==> config.mk <==
export PLATFORM = sky130hd
export DESIGN_NAME = dle_framed_record_receiver_flat
export DESIGN_NICKNAME = d
export VERILOG_FILES = /design/src/dfr_pkg.sv /design/src/dfr_ifs.sv /design/src/dfr_core.sv /design/src/dle_framed_record_receiver.sv /design/src/flat_wrapper.sv
export SDC_FILE = /design/constraint.sdc
export NUM_CORES = 1
export LEC_CHECK = 0
export ABC_CLOCK_PERIOD_IN_PS = 3700
export BUFFER_PORTS_ARGS = -buffer_cell sky130_fd_sc_hd__buf_2
export CAP_MARGIN = 20
export CORE_MARGIN = 10
export CORE_UTILIZATION = 60
export CTS_BUF_LIST = sky130_fd_sc_hd__clkbuf_8
export CTS_CLUSTER_DIAMETER = 80
export CTS_CLUSTER_SIZE = 12
export DETAILED_ROUTE_END_ITERATION = 7
export PLACE_DENSITY = 0.86
export SETUP_SLACK_MARGIN = 0.2
export SKIP_CTS_REPAIR_TIMING = 1
export SYNTH_ARGS = -nofsm -noshare
export SYNTH_HDL_FRONTEND = slang
export SYNTH_SLANG_ARGS = --single-unit
==> constraint.sdc <==
create_clock -name clk -period 3.7 [get_ports clk]
set_clock_uncertainty 0.15 [all_clocks]
set_input_delay 0.185 -clock clk [delete_from_list [all_inputs] [get_ports clk]]
set_output_delay 0.185 -clock clk [all_outputs]
set_load 0.1 [all_outputs]
==> src/dfr_pkg.sv <==
// Shared types and constants for the DLE framed record receiver.
`timescale 1ns / 1ps
package dfr_pkg;

  localparam logic [7:0] DLE = 8'h10;
  localparam logic [7:0] STX = 8'h02;
  localparam logic [7:0] ETX = 8'h03;
  localparam logic [7:0] ACK = 8'h06;
  localparam logic [7:0] NAK = 8'h15;

  // ETX replaces the DLE already summed while in the escape state
  localparam logic [7:0] ESC_ETX_ADJ = ETX - DLE;

  localparam logic [7:0] MAX_LEN_RST = 8'd255;

  typedef enum logic [2:0] {
    PH_HUNT_DLE = 3'd0,
    PH_HUNT_STX = 3'd1,
    PH_DATA     = 3'd2,
    PH_ESC      = 3'd3,
    PH_END_DLE  = 3'd4,
    PH_END_ETX  = 3'd5,
    PH_CHECK    = 3'd6
  } phase_t;

  typedef enum logic [2:0] {
    EV_DATA    = 3'd0,
    EV_ACCEPT  = 3'd1,
    EV_BAD_SUM = 3'd2,
    EV_ABORT   = 3'd3,
    EV_RESTART = 3'd4
  } event_t;

  typedef struct packed {
    logic [2:0] event_res;
    logic [7:0] data_byte;
    logic [7:0] index;
    logic [7:0] length;
    logic       reply_valid;
    logic [7:0] reply_byte;
  } res_t;

endpackage

==> src/dfr_ifs.sv <==
// Channel interfaces: received bytes, result records, max_len writes.
`timescale 1ns / 1ps
interface dfr_in_if;
  logic       valid;
  logic       ready;
  logic [7:0] rx_byte;

  modport source (output valid, output rx_byte, input ready);
  modport sink   (input valid, input rx_byte, output ready);
  modport mon    (input valid, input rx_byte, input ready);
endinterface

interface dfr_out_if;
  logic       valid;
  logic       ready;
  logic [2:0] event_res;
  logic [7:0] data_byte;
  logic [7:0] index;
  logic [7:0] length;
  logic       reply_valid;
  logic [7:0] reply_byte;

  modport source (output valid, output event_res, output data_byte, output index,
                  output length, output reply_valid, output reply_byte, input ready);
  modport sink   (input valid, input event_res, input data_byte, input index,
                  input length, input reply_valid, input reply_byte, output ready);
  modport mon    (input valid, input event_res, input data_byte, input index,
                  input length, input reply_valid, input reply_byte, input ready);
endinterface

interface dfr_cfg_if;
  logic       valid;
  logic       ready;
  logic [7:0] max_len;

  modport source (output valid, output max_len, input ready);
  modport sink   (input valid, input max_len, output ready);
endinterface

==> src/dfr_core.sv <==
// Deframing state machine: phase, checksum and byte counters.
`timescale 1ns / 1ps
module dfr_core (
  input  logic          clk,
  input  logic          rst_n,
  input  logic          step,      // byte in b is consumed this cycle
  input  logic [7:0]    b,
  input  logic [7:0]    max_len,
  output logic          has_res,
  output dfr_pkg::res_t res
);

  dfr_pkg::phase_t phase_r, phase_nxt;
  logic [7:0] csum_r, csum_nxt;
  logic [7:0] remain_r, remain_nxt;
  logic [7:0] stored_r, stored_nxt;

  always_ff @(posedge clk) begin
    if (!rst_n) begin
      phase_r  <= dfr_pkg::PH_HUNT_DLE;
      csum_r   <= '0;
      remain_r <= '0;
      stored_r <= '0;
    end else if (step) begin
      phase_r  <= phase_nxt;
      csum_r   <= csum_nxt;
      remain_r <= remain_nxt;
      stored_r <= stored_nxt;
    end
  end

  always_comb begin
    phase_nxt  = phase_r;
    csum_nxt   = csum_r;
    remain_nxt = remain_r;
    stored_nxt = stored_r;
    has_res    = 1'b0;
    res        = '0;
    unique case (phase_r)
      dfr_pkg::PH_HUNT_DLE: begin
        if (b == dfr_pkg::DLE) phase_nxt = dfr_pkg::PH_HUNT_STX;
      end
      dfr_pkg::PH_HUNT_STX: begin
        if (b == dfr_pkg::STX) begin
          csum_nxt   = dfr_pkg::STX;
          remain_nxt = max_len;
          stored_nxt = '0;
          phase_nxt  = (max_len == 8'd0) ? dfr_pkg::PH_END_DLE : dfr_pkg::PH_DATA;
        end else begin
          phase_nxt = dfr_pkg::PH_HUNT_DLE;
        end
      end
      dfr_pkg::PH_DATA, dfr_pkg::PH_ESC: begin
        if (phase_r == dfr_pkg::PH_DATA) csum_nxt = csum_r + b;
        if (phase_r == dfr_pkg::PH_DATA && b == dfr_pkg::DLE) begin
          phase_nxt = dfr_pkg::PH_ESC;
        end else if (phase_r == dfr_pkg::PH_DATA || b == dfr_pkg::DLE) begin
          // payload byte (an escaped DLE was summed on its first copy)
          stored_nxt    = stored_r + 8'd1;
          remain_nxt    = remain_r - 8'd1;
          phase_nxt     = (remain_r == 8'd1) ? dfr_pkg::PH_END_DLE : dfr_pkg::PH_DATA;
          has_res       = 1'b1;
          res.event_res = dfr_pkg::EV_DATA;
          res.data_byte = b;
          res.index     = stored_r;
        end else if (b == dfr_pkg::ETX) begin
          csum_nxt  = csum_r + dfr_pkg::ESC_ETX_ADJ;
          phase_nxt = dfr_pkg::PH_CHECK;
        end else if (b == dfr_pkg::STX) begin
          has_res       = 1'b1;
          res.event_res = dfr_pkg::EV_RESTART;
          res.length    = stored_r;
          csum_nxt      = dfr_pkg::STX;
          remain_nxt    = max_len;
          stored_nxt    = '0;
          phase_nxt     = (max_len == 8'd0) ? dfr_pkg::PH_END_DLE : dfr_pkg::PH_DATA;
        end else begin
          has_res       = 1'b1;
          res.event_res = dfr_pkg::EV_ABORT;
          res.length    = stored_r;
          phase_nxt     = dfr_pkg::PH_HUNT_DLE;
        end
      end
      dfr_pkg::PH_END_DLE: begin
        if (b == dfr_pkg::DLE) begin
          phase_nxt = dfr_pkg::PH_END_ETX;
        end else begin
          has_res       = 1'b1;
          res.event_res = dfr_pkg::EV_ABORT;
          res.length    = stored_r;
          phase_nxt     = dfr_pkg::PH_HUNT_DLE;
        end
      end
      dfr_pkg::PH_END_ETX: begin
        if (b == dfr_pkg::ETX) begin
          csum_nxt  = csum_r + dfr_pkg::ETX;
          phase_nxt = dfr_pkg::PH_CHECK;
        end else begin
          has_res       = 1'b1;
          res.event_res = dfr_pkg::EV_ABORT;
          res.length    = stored_r;
          phase_nxt     = dfr_pkg::PH_HUNT_DLE;
        end
      end
      dfr_pkg::PH_CHECK: begin
        phase_nxt       = dfr_pkg::PH_HUNT_DLE;
        has_res         = 1'b1;
        res.length      = stored_r;
        res.reply_valid = 1'b1;
        if (b == csum_r) begin
          res.event_res  = dfr_pkg::EV_ACCEPT;
          res.reply_byte = dfr_pkg::ACK;
        end else begin
          res.event_res  = dfr_pkg::EV_BAD_SUM;
          res.reply_byte = dfr_pkg::NAK;
        end
      end
      default: begin
        phase_nxt = dfr_pkg::PH_HUNT_DLE;
      end
    endcase
  end

endmodule

==> src/dle_framed_record_receiver.sv <==
// Top level of the DLE STX ... DLE ETX LRC record receiver.
`timescale 1ns / 1ps
// Usage:
//   in_ch  : one received serial byte per request (rx_byte).
//   out_ch : one result request per payload byte, frame end, restart or
//            abort: event_res, data_byte, index, length, reply_valid and
//            reply_byte (ACK or NAK to transmit back to the sender).
//   cfg_ch : writes max_len; always ready. Write only while idle. The new
//            value is picked up at the next frame start or restart.
// Timing:
//   A byte accepted on in_ch is held in the input register and runs
//   through the deframer from there; its result is captured in the
//   output register and offered on out_ch from that register.
//   Throughput is one byte per cycle while out_ch is not stalled; the
//   phase/checksum update in dfr_core is the only loop.
//   Bytes that give no result (hunting, DLE, ETX) retire without touching
//   the output register.
// Reset: synchronous, active low; phase goes back to hunting for DLE,
//   max_len returns to 255, both pipeline registers are emptied.
// Stall: while out_ch.ready is low the held result stays put; a byte that
//   needs the output waits in the input register and in_ch.ready drops.
module dle_framed_record_receiver (
  input logic      clk,
  input logic      rst_n,
  dfr_in_if.sink   in_ch,
  dfr_out_if.source out_ch,
  dfr_cfg_if.sink  cfg_ch
);

  logic [7:0]    max_len_r;
  logic          s1_valid_r;
  logic [7:0]    s1_byte_r;
  logic          out_valid_r;
  dfr_pkg::res_t out_res_r;

  logic          has_res;
  dfr_pkg::res_t res;
  logic          out_free;
  logic          s1_fire;
  logic          in_fire;

  // config register, always accepts
  assign cfg_ch.ready = 1'b1;

  always_ff @(posedge clk) begin
    if (!rst_n) begin
      max_len_r <= dfr_pkg::MAX_LEN_RST;
    end else if (cfg_ch.valid) begin
      max_len_r <= cfg_ch.max_len;
    end
  end

  // stage 1 retires when it needs no output slot or one is free
  assign out_free    = !out_valid_r || out_ch.ready;
  assign s1_fire     = s1_valid_r && (!has_res || out_free);
  assign in_ch.ready = !s1_valid_r || s1_fire;
  assign in_fire     = in_ch.valid && in_ch.ready;

  always_ff @(posedge clk) begin
    if (!rst_n) begin
      s1_valid_r <= 1'b0;
    end else if (in_ch.ready) begin
      s1_valid_r <= in_ch.valid;
    end
  end

  always_ff @(posedge clk) begin
    if (in_fire) s1_byte_r <= in_ch.rx_byte;
  end

  dfr_core u_core (
    .clk     (clk),
    .rst_n   (rst_n),
    .step    (s1_fire),
    .b       (s1_byte_r),
    .max_len (max_len_r),
    .has_res (has_res),
    .res     (res)
  );

  // output register
  always_ff @(posedge clk) begin
    if (!rst_n) begin
      out_valid_r <= 1'b0;
    end else if (s1_fire && has_res) begin
      out_valid_r <= 1'b1;
    end else if (out_ch.ready) begin
      out_valid_r <= 1'b0;
    end
  end

  always_ff @(posedge clk) begin
    if (s1_fire && has_res) out_res_r <= res;
  end

  assign out_ch.valid       = out_valid_r;
  assign out_ch.event_res   = out_res_r.event_res;
  assign out_ch.data_byte   = out_res_r.data_byte;
  assign out_ch.index       = out_res_r.index;
  assign out_ch.length      = out_res_r.length;
  assign out_ch.reply_valid = out_res_r.reply_valid;
  assign out_ch.reply_byte  = out_res_r.reply_byte;

endmodule

==> src/flat_wrapper.sv <==
// flat-port wrapper written by rule: the top's interface ports become plain ports
module dle_framed_record_receiver_flat 
  (clk, rst_n, in_ch_valid, in_ch_rx_byte, in_ch_ready, out_ch_valid, out_ch_event_res, out_ch_data_byte, out_ch_index, out_ch_length, out_ch_reply_valid, out_ch_reply_byte, out_ch_ready, cfg_ch_valid, cfg_ch_max_len, cfg_ch_ready);
  dfr_in_if in_ch_i ();
  dfr_out_if out_ch_i ();
  dfr_cfg_if cfg_ch_i ();
  input logic clk;
  input logic rst_n;
  input wire logic [$bits(in_ch_i.valid)-1:0] in_ch_valid;
  input wire logic [$bits(in_ch_i.rx_byte)-1:0] in_ch_rx_byte;
  output wire logic [$bits(in_ch_i.ready)-1:0] in_ch_ready;
  output wire logic [$bits(out_ch_i.valid)-1:0] out_ch_valid;
  output wire logic [$bits(out_ch_i.event_res)-1:0] out_ch_event_res;
  output wire logic [$bits(out_ch_i.data_byte)-1:0] out_ch_data_byte;
  output wire logic [$bits(out_ch_i.index)-1:0] out_ch_index;
  output wire logic [$bits(out_ch_i.length)-1:0] out_ch_length;
  output wire logic [$bits(out_ch_i.reply_valid)-1:0] out_ch_reply_valid;
  output wire logic [$bits(out_ch_i.reply_byte)-1:0] out_ch_reply_byte;
  input wire logic [$bits(out_ch_i.ready)-1:0] out_ch_ready;
  input wire logic [$bits(cfg_ch_i.valid)-1:0] cfg_ch_valid;
  input wire logic [$bits(cfg_ch_i.max_len)-1:0] cfg_ch_max_len;
  output wire logic [$bits(cfg_ch_i.ready)-1:0] cfg_ch_ready;
  assign in_ch_i.valid = in_ch_valid;
  assign in_ch_i.rx_byte = in_ch_rx_byte;
  assign in_ch_ready = in_ch_i.ready;
  assign out_ch_valid = out_ch_i.valid;
  assign out_ch_event_res = out_ch_i.event_res;
  assign out_ch_data_byte = out_ch_i.data_byte;
  assign out_ch_index = out_ch_i.index;
  assign out_ch_length = out_ch_i.length;
  assign out_ch_reply_valid = out_ch_i.reply_valid;
  assign out_ch_reply_byte = out_ch_i.reply_byte;
  assign out_ch_i.ready = out_ch_ready;
  assign cfg_ch_i.valid = cfg_ch_valid;
  assign cfg_ch_i.max_len = cfg_ch_max_len;
  assign cfg_ch_ready = cfg_ch_i.ready;
  dle_framed_record_receiver u_core (.clk(clk), .rst_n(rst_n), .in_ch(in_ch_i), .out_ch(out_ch_i), .cfg_ch(cfg_ch_i));
endmodule
# After elaboration in Yosys (flattened, before gate mapping)

Index checks and enable logic that the tools add are counted.

Flip-flop bits (word level): 81
Bits of input ports: 21

Add/sub/neg operators: 5
Equality and inequality tests: 16
Multiplexer cells: 50
Bitwise logic cells: 2
Reductions and logical operators: 21

Operator list:

| operator                                             | number |
|---|---|
| two-way mux 8 bit                                    | 18 |
| two-way mux 3 bit                                    | 12 |
| case mux 8 bit (2 select lines)                      | 2 |
| case mux 8 bit (4 select lines)                      | 1 |
| two-way mux 27 bit                                   | 1 |
| case mux 8 bit (3 select lines)                      | 1 |
| equality test 8 x 2 -> 1 bit (second input constant) | 2 |
| two-way mux 16 bit                                   | 1 |
| case mux 3 bit (5 select lines)                      | 1 |
| case mux 3 bit (4 select lines)                      | 1 |
| equality test 3 bit (second input constant)          | 3 |
| two-way mux 9 bit                                    | 1 |
| adder 8 x 1 -> 8 bit (second input constant)         | 1 |
| adder 8 x 2 -> 8 bit (second input constant)         | 1 |
| adder 8 bit                                          | 1 |
| adder 8 bit (second input constant)                  | 1 |
| equality test 8 x 1 -> 1 bit (second input constant) | 1 |
| equality test 8 x 5 -> 1 bit (second input constant) | 1 |
| equality test 8 bit                                  | 1 |
| logical NOT 8 bit                                    | 1 |
| != test 2 bit (second input constant)                | 4 |
| AND reduction 4 bit                                  | 2 |
| subtractor 8 x 1 -> 8 bit (second input constant)    | 1 |
| equality test 3 x 2 -> 1 bit (second input constant) | 2 |
| 16 further kinds                                     | 33 |

# Depth between registers and ports, before layout

Gate-level depths: netlist of run 1.

Word-level depth: 10
Mapped depth: 9
Mapped depth without buffers: 8

# Modules after synthesis

A second synthesis of run 1 with hierarchy kept.

Cell total of the unflattened synthesis: 470
Area total of the unflattened synthesis: 4485.6 um^2

Modules (own cells, without submodules):

| module                     | instances | cells each | area an instance (um^2) | sequential area each (um^2) |
|---|---|---|---|---|
| dfr_core                   | 1         | 386        | 2757.6                  | 540.5 |
| dle_framed_record_receiver | 1         | 84         | 1727.9                  | 1521.5 |

# Worst setup path after synthesis of run 1

No wires, ideal clock.

Path kind: flip-flop to flip-flop
Start: register u_core.s1_byte_r[1]
End: register u_core.out_res_r (netlist bit u_core.out_ch.data_byte[0]), enable pin
Setup time: 0.422 ns
Arrival time: 2.528 ns
Required time: 3.128 ns
Path slack: 0.599 ns
Stages on the path, launching flop included: 6
Period minus slack after synthesis: 3.101 ns
Path through: edfxtp_1 -> nand4b_1 -> a211oi_2 -> nor2_1 -> o21ai_0 -> nor2b_1

Word-level cells in the longest chain between the ends: 9
Elaborated cells on any way between the ends: 13
Those cells by class: 2 x eq/ne; 5 x mux; 6 x reduce/logical

RTL lines:

| element                                                                      | line                             | text |
|---|---|---|
| start: declaration                                                           | dle_framed_record_receiver.sv:32 | `logic [7:0] s1_byte_r;` |
| start signal: assignment                                                     | dle_framed_record_receiver.sv:68 | `if (in_fire) s1_byte_r <= in_ch.rx_byte;` |
| equality test 8 x 2 -> 1 bit or equality test 8 x 5 -> 1 bit (tied branches) | --                               |  |
| two-way mux 1 bit or logical OR 1 bit (tied branches)                        | dfr_core.sv:66, dfr_core.sv:57   |  |
| two-way mux 1 bit                                                            | dfr_core.sv:57                   | `end else if (phase_r == dfr_pkg::PH_DATA \|\| b == dfr_pkg::DLE) begin` |
| two-way mux 1 bit                                                            | dfr_core.sv:55                   | `if (phase_r == dfr_pkg::PH_DATA && b == dfr_pkg::DLE) begin` |
| case mux 1 bit (4 select lines) (*)                                          | dfr_core.sv:39                   | `unique case (phase_r)` |
| logical NOT 1 bit                                                            | dle_framed_record_receiver.sv:55 | `assign s1_fire = s1_valid_r && (!has_res \|\| out_free);` |
| logical OR 1 bit                                                             | dle_framed_record_receiver.sv:55 |  |
| logical AND 1 bit                                                            | dle_framed_record_receiver.sv:55 |  |
| logical AND 1 bit (*)                                                        | dle_framed_record_receiver.sv:93 | `if (s1_fire && has_res) out_res_r <= res;` |
| end signal: assignment                                                       | dle_framed_record_receiver.sv:93 |  |
| end: declaration                                                             | dle_framed_record_receiver.sv:34 | `dfr_pkg::res_t out_res_r;` |

Mark *: on every way between the ends. The rest lies on a longest branch, timed or not.
A chain may end at the register's enable or synchronous reset.

# Final worst setup path of run 1

Start: register u_core.s1_byte_r[0]
End: output in_ch_ready

Word-level cells in the longest chain between the ends: 9
Elaborated cells on any way between the ends: 13
Those cells by class: 2 x eq/ne; 5 x mux; 6 x reduce/logical

RTL lines:

| element                                                                      | line                             | text |
|---|---|---|
| equality test 8 x 2 -> 1 bit or equality test 8 x 5 -> 1 bit (tied branches) | --                               |  |
| two-way mux 1 bit or logical OR 1 bit (tied branches)                        | dfr_core.sv:66, dfr_core.sv:57   |  |
| two-way mux 1 bit                                                            | dfr_core.sv:57                   |  |
| two-way mux 1 bit                                                            | dfr_core.sv:55                   |  |
| case mux 1 bit (4 select lines) (*)                                          | dfr_core.sv:39                   |  |
| logical NOT 1 bit (*)                                                        | dle_framed_record_receiver.sv:55 |  |
| logical OR 1 bit (*)                                                         | dle_framed_record_receiver.sv:55 |  |
| logical AND 1 bit (*)                                                        | dle_framed_record_receiver.sv:55 |  |
| logical OR 1 bit (*)                                                         | dle_framed_record_receiver.sv:56 | `assign in_ch.ready = !s1_valid_r \|\| s1_fire;` |
| end: declaration                                                             | flat_wrapper.sv:11               | `output wire logic [$bits(in_ch_i.ready)-1:0] in_ch_ready;` |

Marks and branches as above.

==> results of run 1 <==
==> through the flow <==
| stage | power, uW | cells |
|---|---|---|
| after floorplan | 1105 | 484 |
| after detailed placement | 1140 | 612 |
| after CTS | 1723 | 628 |
| after global routing | 1788 | 645 |
| final | 1735 | 645 |
| after global placement | 1136 | 612 |
==> worst max-delay path: stages, from the launching register on <==
cell and delay, ps:
edfxtp_1 600, or4b_4 580, a211oi_2 370, nor2_1 70, o21ai_0 370, or2_2 210, buf_2 430
==> layout by cell type (no fill, tap or decap), types with 6 or more instances in the layout <==
| master | synthesis | layout |
|---|---|---|
| buf_2 | 3 | 54 |
| nor2_1 | 39 | 39 |
| edfxtp_1 | 39 | 39 |
| nand2_1 | 37 | 37 |
| a21oi_1 | 37 | 37 |
| dfxtp_1 | 37 | 37 |
| o21ai_0 | 26 | 26 |
| and2_1 | 24 | 24 |
| nand3_1 | 17 | 17 |
| dlygate4sd3_1 | 0 | 17 |
| nor3_1 | 14 | 14 |
| inv_1 | 12 | 12 |
| ha_1 | 11 | 11 |
| mux2i_1 | 10 | 10 |
| clkbuf_8 | 0 | 9 |
| nand2b_1 | 8 | 8 |
| nor4_1 | 8 | 8 |
| a31oi_1 | 8 | 8 |
| nor2b_1 | 8 | 7 |
| buf_4 | 8 | 7 |
| xnor2_1 | 6 | 6 |
| o31ai_1 | 6 | 6 |
| o221a_2 | 6 | 6 |
==> how the worst max path moves through the flow <==
stage,start,endpoint,depth (start not counted)
3_3_place_gp,u_core.s1_byte_r[7],u_core.s1_byte_r[3],6
6_report,u_core.s1_byte_r[0],in_ch_ready,6
5_1_grt,u_core.s1_byte_r[0],in_ch_ready,6
3_5_place_dp,u_core.s1_byte_r[7],u_core.s1_byte_r[6],6
2_1_floorplan,u_core.s1_byte_r[1],u_core.out_ch.data_byte[0],5
4_1_cts,u_core.s1_byte_r[7],in_ch_ready,6
==> where the power goes <==
group	total (uW)	internal, uW	switching [uW]	leakage [uW]
Combinational	209	53.0	156	0.00111
Sequential	929	904	24.9	0.000652
Clock	597	253	344	0.0000921
==> cell families after synthesis <==
| family | count (synthesis) |
|---|---|
| AOI/OAI and AO/OA | 134 |
| xor gates and xnor gates | 7 |
| adders and majority gates | 12 |
| buffers and inverters | 45 |
| DFF | 76 |
| muxes | 11 |
| other | 2 |
| and+or+nand+nor | 194 |
==> per-layer routing <==
| layer | vias to the layer above | wire length, um |
|---|---|---|
| met5 | - | 0 |
| met1 | 1881 | 4774 |
| met2 | 200 | 5060 |
| met3 | 24 | 1063 |
| li1 | 1917 | - |
| met4 | 0 | 263 |
==> sequential cells by signal, summed over array words and instances (netlist names) <==
register                   count
u_core.out_ch.reply_valid      1
u_core.max_len_r               8
u_core.out_ch.length           8
u_core.out_ch.index            8
u_core.out_ch.valid            1
u_core.u_core.stored_r         8
u_core.s1_valid_r              1
u_core.out_ch.reply_byte       3
u_core.out_ch.event_res        3
u_core.u_core.phase_r          3
u_core.out_ch.data_byte        8
u_core.s1_byte_r               8
u_core.u_core.csum_r           8
u_core.u_core.remain_r         8
==> area by class of cell <==
cell class	instances	area [sq um]	share of cell area, %
multi-input combinational	363	2335	45.83
sequential	76	1912	37.52
timing repair buffer	78	493.0	9.676
clock buffer	9	123.9	2.431
tap	99	123.9	2.431
clock inverter	7	58.81	1.154
inverter	13	48.80	0.9578
==> synth_stat cells (all sizes together) (5+ instances only) <==
| cell | n |
|---|---|
| nor2 | 40 |
| edfxtp | 39 |
| nand2 | 38 |
| a21oi | 37 |
| dfxtp | 37 |
| o21ai | 30 |
| and2 | 24 |
| clkbuf | 17 |
| nand3 | 17 |
| buf | 15 |
| nor3 | 15 |
| inv | 12 |
| ha | 11 |
| nor4 | 11 |
| mux2i | 10 |
| a31oi | 8 |
| nand2b | 8 |
| nor2b | 8 |
| o221a | 6 |
| o31ai | 6 |
| xnor2 | 6 |
| a21o | 5 |
| and3 | 5 |
| o31a | 5 |
==> impl_summary.log, run 1 <==
INFO  metric critPathKind = flip-flop to primary output
INFO  metric grtUsageMet3 = 5.495%
INFO  metric ir_drop = 0.0002257 V
INFO  metric finalWeightedCongestion = 0.9415
INFO  metric post_synth_instance_area = 4452 sq um
INFO  metric core_region_area = 7214 sq um
INFO  metric post-place-ws = 751.0 ps
INFO  metric ant_nets = 0
INFO  metric ys_seq_area_share = 42.95%
INFO  metric grt.total_usage = 19.19%
INFO  metric holdPathEnd = u_core.max_len_r[5]
INFO  metric synth_simple_gate_area_share = 24.28%
INFO  metric drv_slew = 0
INFO  metric postPlaceCellArea = 4742 sq um
INFO  metric ctsHtreeMaxLevel = 3
INFO  metric hold_ws = 60.86 ps
INFO  metric synthDominantAreaCellType = edfxtp_1
INFO  metric holdCritPathClass = input port to flip-flop
INFO  metric floorplan.initialDensity = 61.71%
INFO  metric num-nets-final = 574
INFO  metric synthesis.area_per_instance = 9.255 sq um
INFO  metric number_of_antenna_violations_at_the_first_check_in_global_routing = 0
INFO  metric drtIter0Drc = 371
INFO  metric tritoncts_buffers = 9
INFO  metric most_instantiated_flip_flop_cell_in_the_synthesis_netlist = edfxtp_1
INFO  metric fin_crit = 3327 ps
INFO  metric ys_seq_elements = 76
INFO  metric unrepaired_setup_endpoints_after_global_routing = no
INFO  metric grt.busiest_layer = met2
INFO  metric report.final.setup_viol = 0
INFO  metric data_arrival_time_at_the_worst_slack_endpoint = 2990 ps
INFO  metric worst_tran_pin_value = 846.6 ps
INFO  metric die_w = 106.1 um
INFO  metric final_worst_path_setup_slack = 373.1 ps
INFO  metric drv_cap = 0
INFO  metric synthDistinctLibCells = 74
INFO  metric setup.worst_path.start_class = flip-flop
INFO  metric layout_cell_share_with_drive_strength_beyond_1 = 18.13%
INFO  metric detail_route.drc_violations = 0
INFO  metric status = finished, final reports clean
INFO  metric via_per_inst = 6.236
INFO  metric post-dp-hpwl = 7.850 mm
INFO  metric muxShareOfSynthArea = 2.501%
INFO  metric num_antenna_cells = 0
INFO  metric grt_use_met1 = 24.37%
INFO  metric tns = 0 ps
INFO  metric synth-edff-count = 39
INFO  metric cts_tree = done
INFO  metric crit_path_end_kind = primary output
INFO  metric synth_warnings = 0
INFO  metric worstRegToRegCells = 6
INFO  metric cp_data_required_time = 3370 ps
INFO  metric clk_latency = 370 ps
INFO  metric power.static_leakage = 0.001857 uW
INFO  metric async_reset_ff_share = 0%
INFO  metric vias_in_the_first_global_route = 3,726
INFO  metric timing.hold.worst.start = rst_n
INFO  metric clockBufferDepth = 2
INFO  metric post_synth_inst_count = 481
INFO  metric clkSlewWorstSetupHoldPaths = 90 ps
INFO  metric global_route_wire_length_before_repair = 17.92 mm
INFO  metric fin_crit_sh = 89.92%
INFO  metric die_area = 11,260 sq um
INFO  metric slew-limit-headroom = 43.12%
INFO  metric fp.dieH = 106.1 um
INFO  metric gr-usage-met2 = 29.15%
INFO  metric critical_path_peak_fanout = 13
INFO  metric routedWlPerCell = 17.31 um
INFO  metric cts-root-buf = clkbuf_8
INFO  metric routed-via-count = 4,022
INFO  metric maximum_number_of_pins_on_one_net_before_global_route_repair = 32
INFO  metric tritonroute_pass_1_iters = 6
INFO  metric wirelength = 11.16 mm
INFO  metric grt_remaining_overflow = 0
INFO  metric netlist.area_leader.share = 26.31%
INFO  metric place.port_buffers = 54
INFO  metric cts.sink_count = 76
INFO  metric synth_xor_xnor_area_share = 1.377%
INFO  metric final_util = 70.62%
INFO  metric placement_rows = 31
INFO  metric synth_area_leaders = edfxtp_1 26%, dfxtp_1 17%, a21oi_1 4.2%
INFO  metric synth_adder_area_share = 3.541%
INFO  metric synth-compound-area-share = 20.26%
INFO  metric max_clock_freq = 0.3006 GHz
INFO  metric rr_endpoint = u_core.s1_byte_r[6]
INFO  metric layout.cell_area.non_filler = 5095 sq um
INFO  metric r2r_slack = 690 ps
INFO  metric reg2reg_from = u_core.s1_byte_r[0]
INFO  metric nFillCells = 566
INFO  metric timing.final.hold_violations = 0
INFO  metric hold-path-cell-count = 2
INFO  metric floorplan.io_pins = 60
INFO  metric synth_top_family_by_area = simple AND/OR/NAND/NOR gates
INFO  metric area_growth = 14.45%
INFO  metric power_per_cell_area = 340.6 nW/um^2
Note: power is estimated with default switching activity, not from simulation.
==> inputs of run 2 (changes only) <==
--- a/config.mk
+++ b/config.mk
@@ -8,6 +8,7 @@
 export ABC_CLOCK_PERIOD_IN_PS = 3700
 export BUFFER_PORTS_ARGS = -buffer_cell sky130_fd_sc_hd__buf_2
 export CAP_MARGIN = 20
+export CORE_ASPECT_RATIO = 0.7
 export CORE_MARGIN = 10
 export CORE_UTILIZATION = 60
 export CTS_BUF_LIST = sky130_fd_sc_hd__clkbuf_8
@@ -17,6 +18,7 @@
 export PLACE_DENSITY = 0.86
 export SETUP_SLACK_MARGIN = 0.2
 export SKIP_CTS_REPAIR_TIMING = 1
+export SLEW_MARGIN = 20
 export SYNTH_ARGS = -nofsm -noshare
 export SYNTH_HDL_FRONTEND = slang
 export SYNTH_SLANG_ARGS = --single-unit
==> impl_summary.log, run 2 (synthesis gave the netlist of run 1 again) <==
INFO  metric status = finished, final reports clean
INFO  metric timing.critical_path.slowest_cell_delay = 610 ps
INFO  metric grt_remaining_overflow = 0
INFO  metric placement_rows = 26
INFO  metric critical_path_peak_fanout = 13
INFO  metric power.static_leakage = 0.001854 uW
INFO  metric routed-via-count = 4,184
INFO  metric routedWlPerCell = 18.69 um
INFO  metric layout.cells.most_common_list = 54 x buf_2, 39 x nor2_1, 39 x edfxtp_1
INFO  metric worst_tran_pin_value = 873.2 ps
INFO  metric timing.final.hold_violations = 0
INFO  metric tritoncts_buffers = 9
INFO  metric layout.cells.most_common = buf_2
INFO  metric power_frac_comb = 12.0%
INFO  metric ctsHtreeMaxLevel = 3
INFO  metric seq_power_share = 53.2%
INFO  metric max_clock_freq = 0.3055 GHz
INFO  metric cp_data_required_time = 3370 ps
INFO  metric holdCritPathClass = input port to flip-flop
INFO  metric crit_slowest_cell = edfxtp_1
INFO  metric setup.worst_path.start_class = flip-flop
INFO  metric cts.sink_count = 76
INFO  metric post-dp-hpwl = 8.495 mm
INFO  metric ir_drop = 0.0002792 V
INFO  metric tritonroute_pass_1_iters = 5
INFO  metric tns = 0 ps
INFO  metric core_region_area = 7254 sq um
INFO  metric grt.total_usage = 20.91%
INFO  metric finalWeightedCongestion = 0.9607
INFO  metric global_route_wire_length_before_repair = 19.12 mm
INFO  metric clk_latency = 370 ps
INFO  metric path_buf_inv = 1
INFO  metric postPlaceCellArea = 4741 sq um
INFO  metric area_growth = 14.39%
INFO  metric path_cells = or4b_4 > a211oi_2 > nor2_1 > o21ai_0 > or2_2 > buf_2
INFO  metric floorplan.initialDensity = 61.37%
INFO  metric cts-root-buf = clkbuf_8
INFO  metric power_switching_share = 30.82%
INFO  metric critical_path.top_delay_family = simple AND/OR/NAND/NOR gates
INFO  metric num-nets-final = 574
INFO  metric layout.cell_area.non_filler = 5092 sq um
INFO  metric slew-limit-headroom = 41.66%
INFO  metric die_area = 11,320 sq um
INFO  metric power.internal = 1211 uW
INFO  metric detail_route.drc_violations = 0
INFO  metric ant_nets = 0
INFO  metric critPathKind = flip-flop to primary output
INFO  metric drtIter0Drc = 451
INFO  metric data_arrival_time_at_the_worst_slack_endpoint = 2940 ps
INFO  metric report.final.setup_viol = 0
INFO  metric unrepaired_setup_endpoints_after_global_routing = no
INFO  metric clockBufferDepth = 2
INFO  metric cts_tree = done
INFO  metric clkSlewWorstSetupHoldPaths = 90 ps
INFO  metric number_of_antenna_violations_at_the_first_check_in_global_routing = 0
INFO  metric drv_cap = 0
INFO  metric place.port_buffers = 54
INFO  metric clkPwrFrac = 34.7%
INFO  metric maximum_number_of_pins_on_one_net_before_global_route_repair = 32
INFO  metric timing.hold.worst.start = cfg_ch_valid
INFO  metric via_per_inst = 6.497
INFO  metric num_antenna_cells = 0
INFO  metric holdPathEnd = u_core.max_len_r[7]
INFO  metric floorplan.io_pins = 60
INFO  metric drv_slew = 0
INFO  metric vias_in_the_first_global_route = 3,742
INFO  metric worstRegToRegCells = 6
INFO  metric fin_crit_sh = 88.48%
INFO  metric rr_endpoint = u_core.s1_byte_r[1]
INFO  metric layout_cell_share_with_drive_strength_beyond_1 = 18.13%
INFO  metric r2r_slack = 760 ps
INFO  metric power_switching = 539.4 uW
INFO  metric hold-path-cell-count = 3
INFO  metric reg2reg_from = u_core.s1_byte_r[0]
INFO  metric crit_path_end_kind = primary output
INFO  metric power_per_cell_area = 343.7 nW/um^2
INFO  metric die_w = 123.0 um
INFO  metric fin_crit = 3274 ps
INFO  metric wirelength = 12.04 mm
INFO  metric fp.dieH = 92.07 um
-- run 2: cell types whose count changed in the layout (fill, tap and decap cells not counted), sizes merged --
cell | before | now
inv | 15 | 16
clkinv | 4 | 2
clkinvlp | 1 | 2
-- run 2: layer usage --
| metal | track usage (%) | vias to the layer above | wire, um |
|---|---|---|---|
| met3 | 6.920 | 23 | 1693 |
| met5 | 0 | - | 0 |
| met1 | 30.50 | 1936 | 5276 |
| met4 | 7.534 | 0 | 196 |
| met2 | 27.71 | 304 | 4871 |
| li1 | - | 1921 | - |
-- run 2: cell type report --
cell class / count / area [sq um]
multi-input combinational: 363 / 2335
fill: 529 / 2162
sequential: 76 / 1912
timing repair buffer: 78 / 493.0
clock buffer: 9 / 123.9
tap: 98 / 122.6
clock inverter: 7 / 57.56
inverter: 13 / 48.80
-- run 2: worst max path at each step --
stage	start	end	slack (ps)	cells past startpoint
after global routing	u_core.s1_byte_r[7]	in_ch_ready	290	6
final	u_core.s1_byte_r[0]	in_ch_ready	430	6
after CTS	u_core.s1_byte_r[7]	in_ch_ready	470	6
after global placement	u_core.s1_byte_r[7]	u_core.s1_byte_r[4]	840	6
after detailed placement	u_core.s1_byte_r[7]	u_core.s1_byte_r[5]	830	6
after floorplan	u_core.s1_byte_r[1]	u_core.out_ch.data_byte[0]	600	5
-- run 2: power groups by stage --
stage / logic, uW / clock network (uW) / registers (uW)
after global placement: 192 / 0 / 947
after floorplan: 100 / 0 / 1000
after CTS: 195 / 613 / 929
final: 211 / 608 / 931
after global routing: 223 / 658 / 934
after detailed placement: 195 / 0 / 949
-- run 2: per-stage QoR --
step	hold WS (ps)	cells	total power (uW)	util [%]	setup WS, ps
final	63.40	644	1750	70.20	426.4
after global routing	68.31	644	1815	70.20	294.0
after CTS	-174.9	627	1737	67.85	465.3
after detailed placement	213.1	611	1143	65.35	830.2
after global placement	213.5	611	1139	65.35	839.7
after floorplan	133.9	484	1105	-	599.4
-- run 2: worst register-to-register path: stages (launching register included) --
cell      delay (ps)
edfxtp_1         610
or4b_4           590
a211oi_2         370
nor2_1            70
o21ai_0          310
or2_2            200
and2_1           320
==> inputs of run 3 (changes only) <==
--- a/config.mk
+++ b/config.mk
@@ -16,6 +16,7 @@
 export CTS_CLUSTER_SIZE = 12
 export DETAILED_ROUTE_END_ITERATION = 7
 export PLACE_DENSITY = 0.86
+export RECOVER_POWER = 100
 export SETUP_SLACK_MARGIN = 0.2
 export SKIP_CTS_REPAIR_TIMING = 1
 export SLEW_MARGIN = 20
==> impl_summary.log, run 3 (synthesis gave the netlist of run 1 again) <==
INFO  metric data_arrival_time_at_the_worst_slack_endpoint = 3440 ps
INFO  metric power_per_cell_area = 347.8 nW/um^2
INFO  metric fin_crit = 3315 ps
INFO  metric fp.dieH = 92.07 um
INFO  metric drv_cap = 0
INFO  metric core_region_area = 7254 sq um
INFO  metric post-dp-hpwl = 8.495 mm
INFO  metric holdCritPathClass = input port to flip-flop
INFO  metric postPlaceCellArea = 4741 sq um
INFO  metric power.static_leakage = 0.001737 uW
INFO  metric ir_drop = 0.0002775 V
INFO  metric setup.worst_path.start_class = flip-flop
INFO  metric dp_cells = 611
INFO  metric grt_remaining_overflow = 0
INFO  metric clk_latency = 370 ps
INFO  metric ant_nets = 0
INFO  metric cts.sink_count = 76
INFO  metric die_area = 11,320 sq um
INFO  metric nFillCells = 560
INFO  metric maximum_number_of_pins_on_one_net_before_global_route_repair = 32
INFO  metric unrepaired_setup_endpoints_after_global_routing = no
INFO  metric via_per_inst = 6.415
INFO  metric placement_rows = 26
INFO  metric layout_cell_share_with_drive_strength_beyond_1 = 11.36%
INFO  metric critical_path.endpoint = u_core.u_core.stored_r[4]
INFO  metric die_w = 123.0 um
INFO  metric place.port_buffers = 54
INFO  metric routed-via-count = 4,131
INFO  metric floorplan.io_pins = 60
INFO  metric layout.cells.most_common_list = 39 x nor2_1, 39 x edfxtp_1, 38 x nand2_1
INFO  metric final_util = 69.18%
INFO  metric global_route_wire_length_before_repair = 19.12 mm
INFO  metric clkSlewWorstSetupHoldPaths = 90 ps
INFO  metric rr_endpoint = u_core.u_core.stored_r[4]
INFO  metric floorplan.initialDensity = 61.37%
INFO  metric critPathKind = flip-flop to flip-flop
INFO  metric critical_path_peak_fanout = 17
INFO  metric clockBufferDepth = 2
INFO  metric grt.total_usage = 20.91%
INFO  metric detail_route.drc_violations = 0
INFO  metric report.final.setup_viol = 0
INFO  metric timing.final.hold_violations = 0
INFO  metric drtIter0Drc = 521
INFO  metric number_of_antenna_violations_at_the_first_check_in_global_routing = 0
INFO  metric num-nets-final = 574
INFO  metric fin_crit_sh = 89.59%
INFO  metric drv_slew = 0
INFO  metric r2r_slack = 390 ps
INFO  metric reg2reg_from = u_core.u_core.phase_r[2]
INFO  metric cts_tree = done
INFO  metric post_layout_nonfiller_instances = 644
INFO  metric num_antenna_cells = 0
INFO  metric vias_in_the_first_global_route = 3,742
INFO  metric tns = 0 ps
INFO  metric worstRegToRegCells = 6
INFO  metric wirelength = 12.05 mm
INFO  metric routedWlPerCell = 18.71 um
INFO  metric ctsHtreeMaxLevel = 3
INFO  metric max_clock_freq = 0.3017 GHz
INFO  metric slew-limit-headroom = 21.36%
INFO  metric finalWeightedCongestion = 0.9607
INFO  metric area_growth = 12.73%
INFO  metric crit_path_end_kind = flip-flop
INFO  metric cp-startpoint = u_core.u_core.phase_r[2]
INFO  metric tritonroute_pass_1_iters = 7
INFO  metric status = finished, final reports clean
INFO  metric layout.cell_area.non_filler = 5019 sq um
INFO  metric cts-root-buf = clkbuf_8
INFO  metric worst_tran_pin_value = 1185 ps
INFO  metric tritoncts_buffers = 9
INFO  metric cp_data_required_time = 3830 ps
-- run 3: cell count changes in the layout (fill, tap and decap cells not counted), sizes merged --
| cell | previous run | this run |
|---|---|---|
| buf | 61 | 24 |
| clkbuf | 9 | 46 |
-- run 3: layer usage --
metal  share of wire (%)  track usage [%]  vias up
met1                  44            30.50     1906
met2                  40            27.71      285
met3                  14            6.920       18
met5                   0                0        -
met4                 1.5            7.534        0
li1                    -                -     1922
-- run 3: layout make-up --
| cell class | count | area [sq um] | share of cell area [%] |
|---|---|---|---|
| Clock inverter | 7 | 57.56 | 1.147 |
| Multi-Input combinational cell | 363 | 2312 | 46.07 |
| Inverter | 13 | 48.80 | 0.9723 |
| Sequential cell | 76 | 1912 | 38.10 |
| Clock buffer | 9 | 123.9 | 2.468 |
| Timing Repair Buffer | 78 | 441.7 | 8.801 |
| Tap cell | 98 | 122.6 | 2.443 |
-- run 3: critical path: stages (launching register included) --
cell and delay [ps]:
dfxtp_1 670, nand2b_1 260, clkbuf_1 790, or3_2 280, nand2_1 300, or4_1 600, a21oi_1 160
-- run 3: worst min-delay path by stage --
| stage | from | to | slack, ps | depth (start not counted) |
|---|---|---|---|---|
| 3_5_place_dp | in_ch_rx_byte[3] | u_core.s1_byte_r[3] | 210 | 1 |
| 6_report | cfg_ch_valid | u_core.max_len_r[7] | 60 | 3 |
| 2_1_floorplan | in_ch_rx_byte[0] | u_core.s1_byte_r[0] | 130 | 0 |
| 3_3_place_gp | in_ch_rx_byte[3] | u_core.s1_byte_r[3] | 210 | 1 |
| 4_1_cts | in_ch_rx_byte[3] | u_core.s1_byte_r[3] | -170 | 1 |
| 5_1_grt | rst_n | u_core.max_len_r[7] | 70 | 2 |
-- run 3: through the flow --
stage / total power (uW) / hold slack, ps / worst slack (ps)
2_1_floorplan: 1105 / 133.9 / 599.4
5_1_grt: 1812 / 68.00 / 223.8
3_3_place_gp: 1139 / 213.5 / 839.7
3_5_place_dp: 1143 / 213.1 / 830.2
4_1_cts: 1737 / -174.9 / 465.3
6_report: 1745 / 62.75 / 385.1
-- run 3: report_power, final --
group	switching, uW	internal, uW	total (uW)
clock	353	254	607
sequential	27.3	904	932
combinational	158	49.4	207
total	538	1210	1750
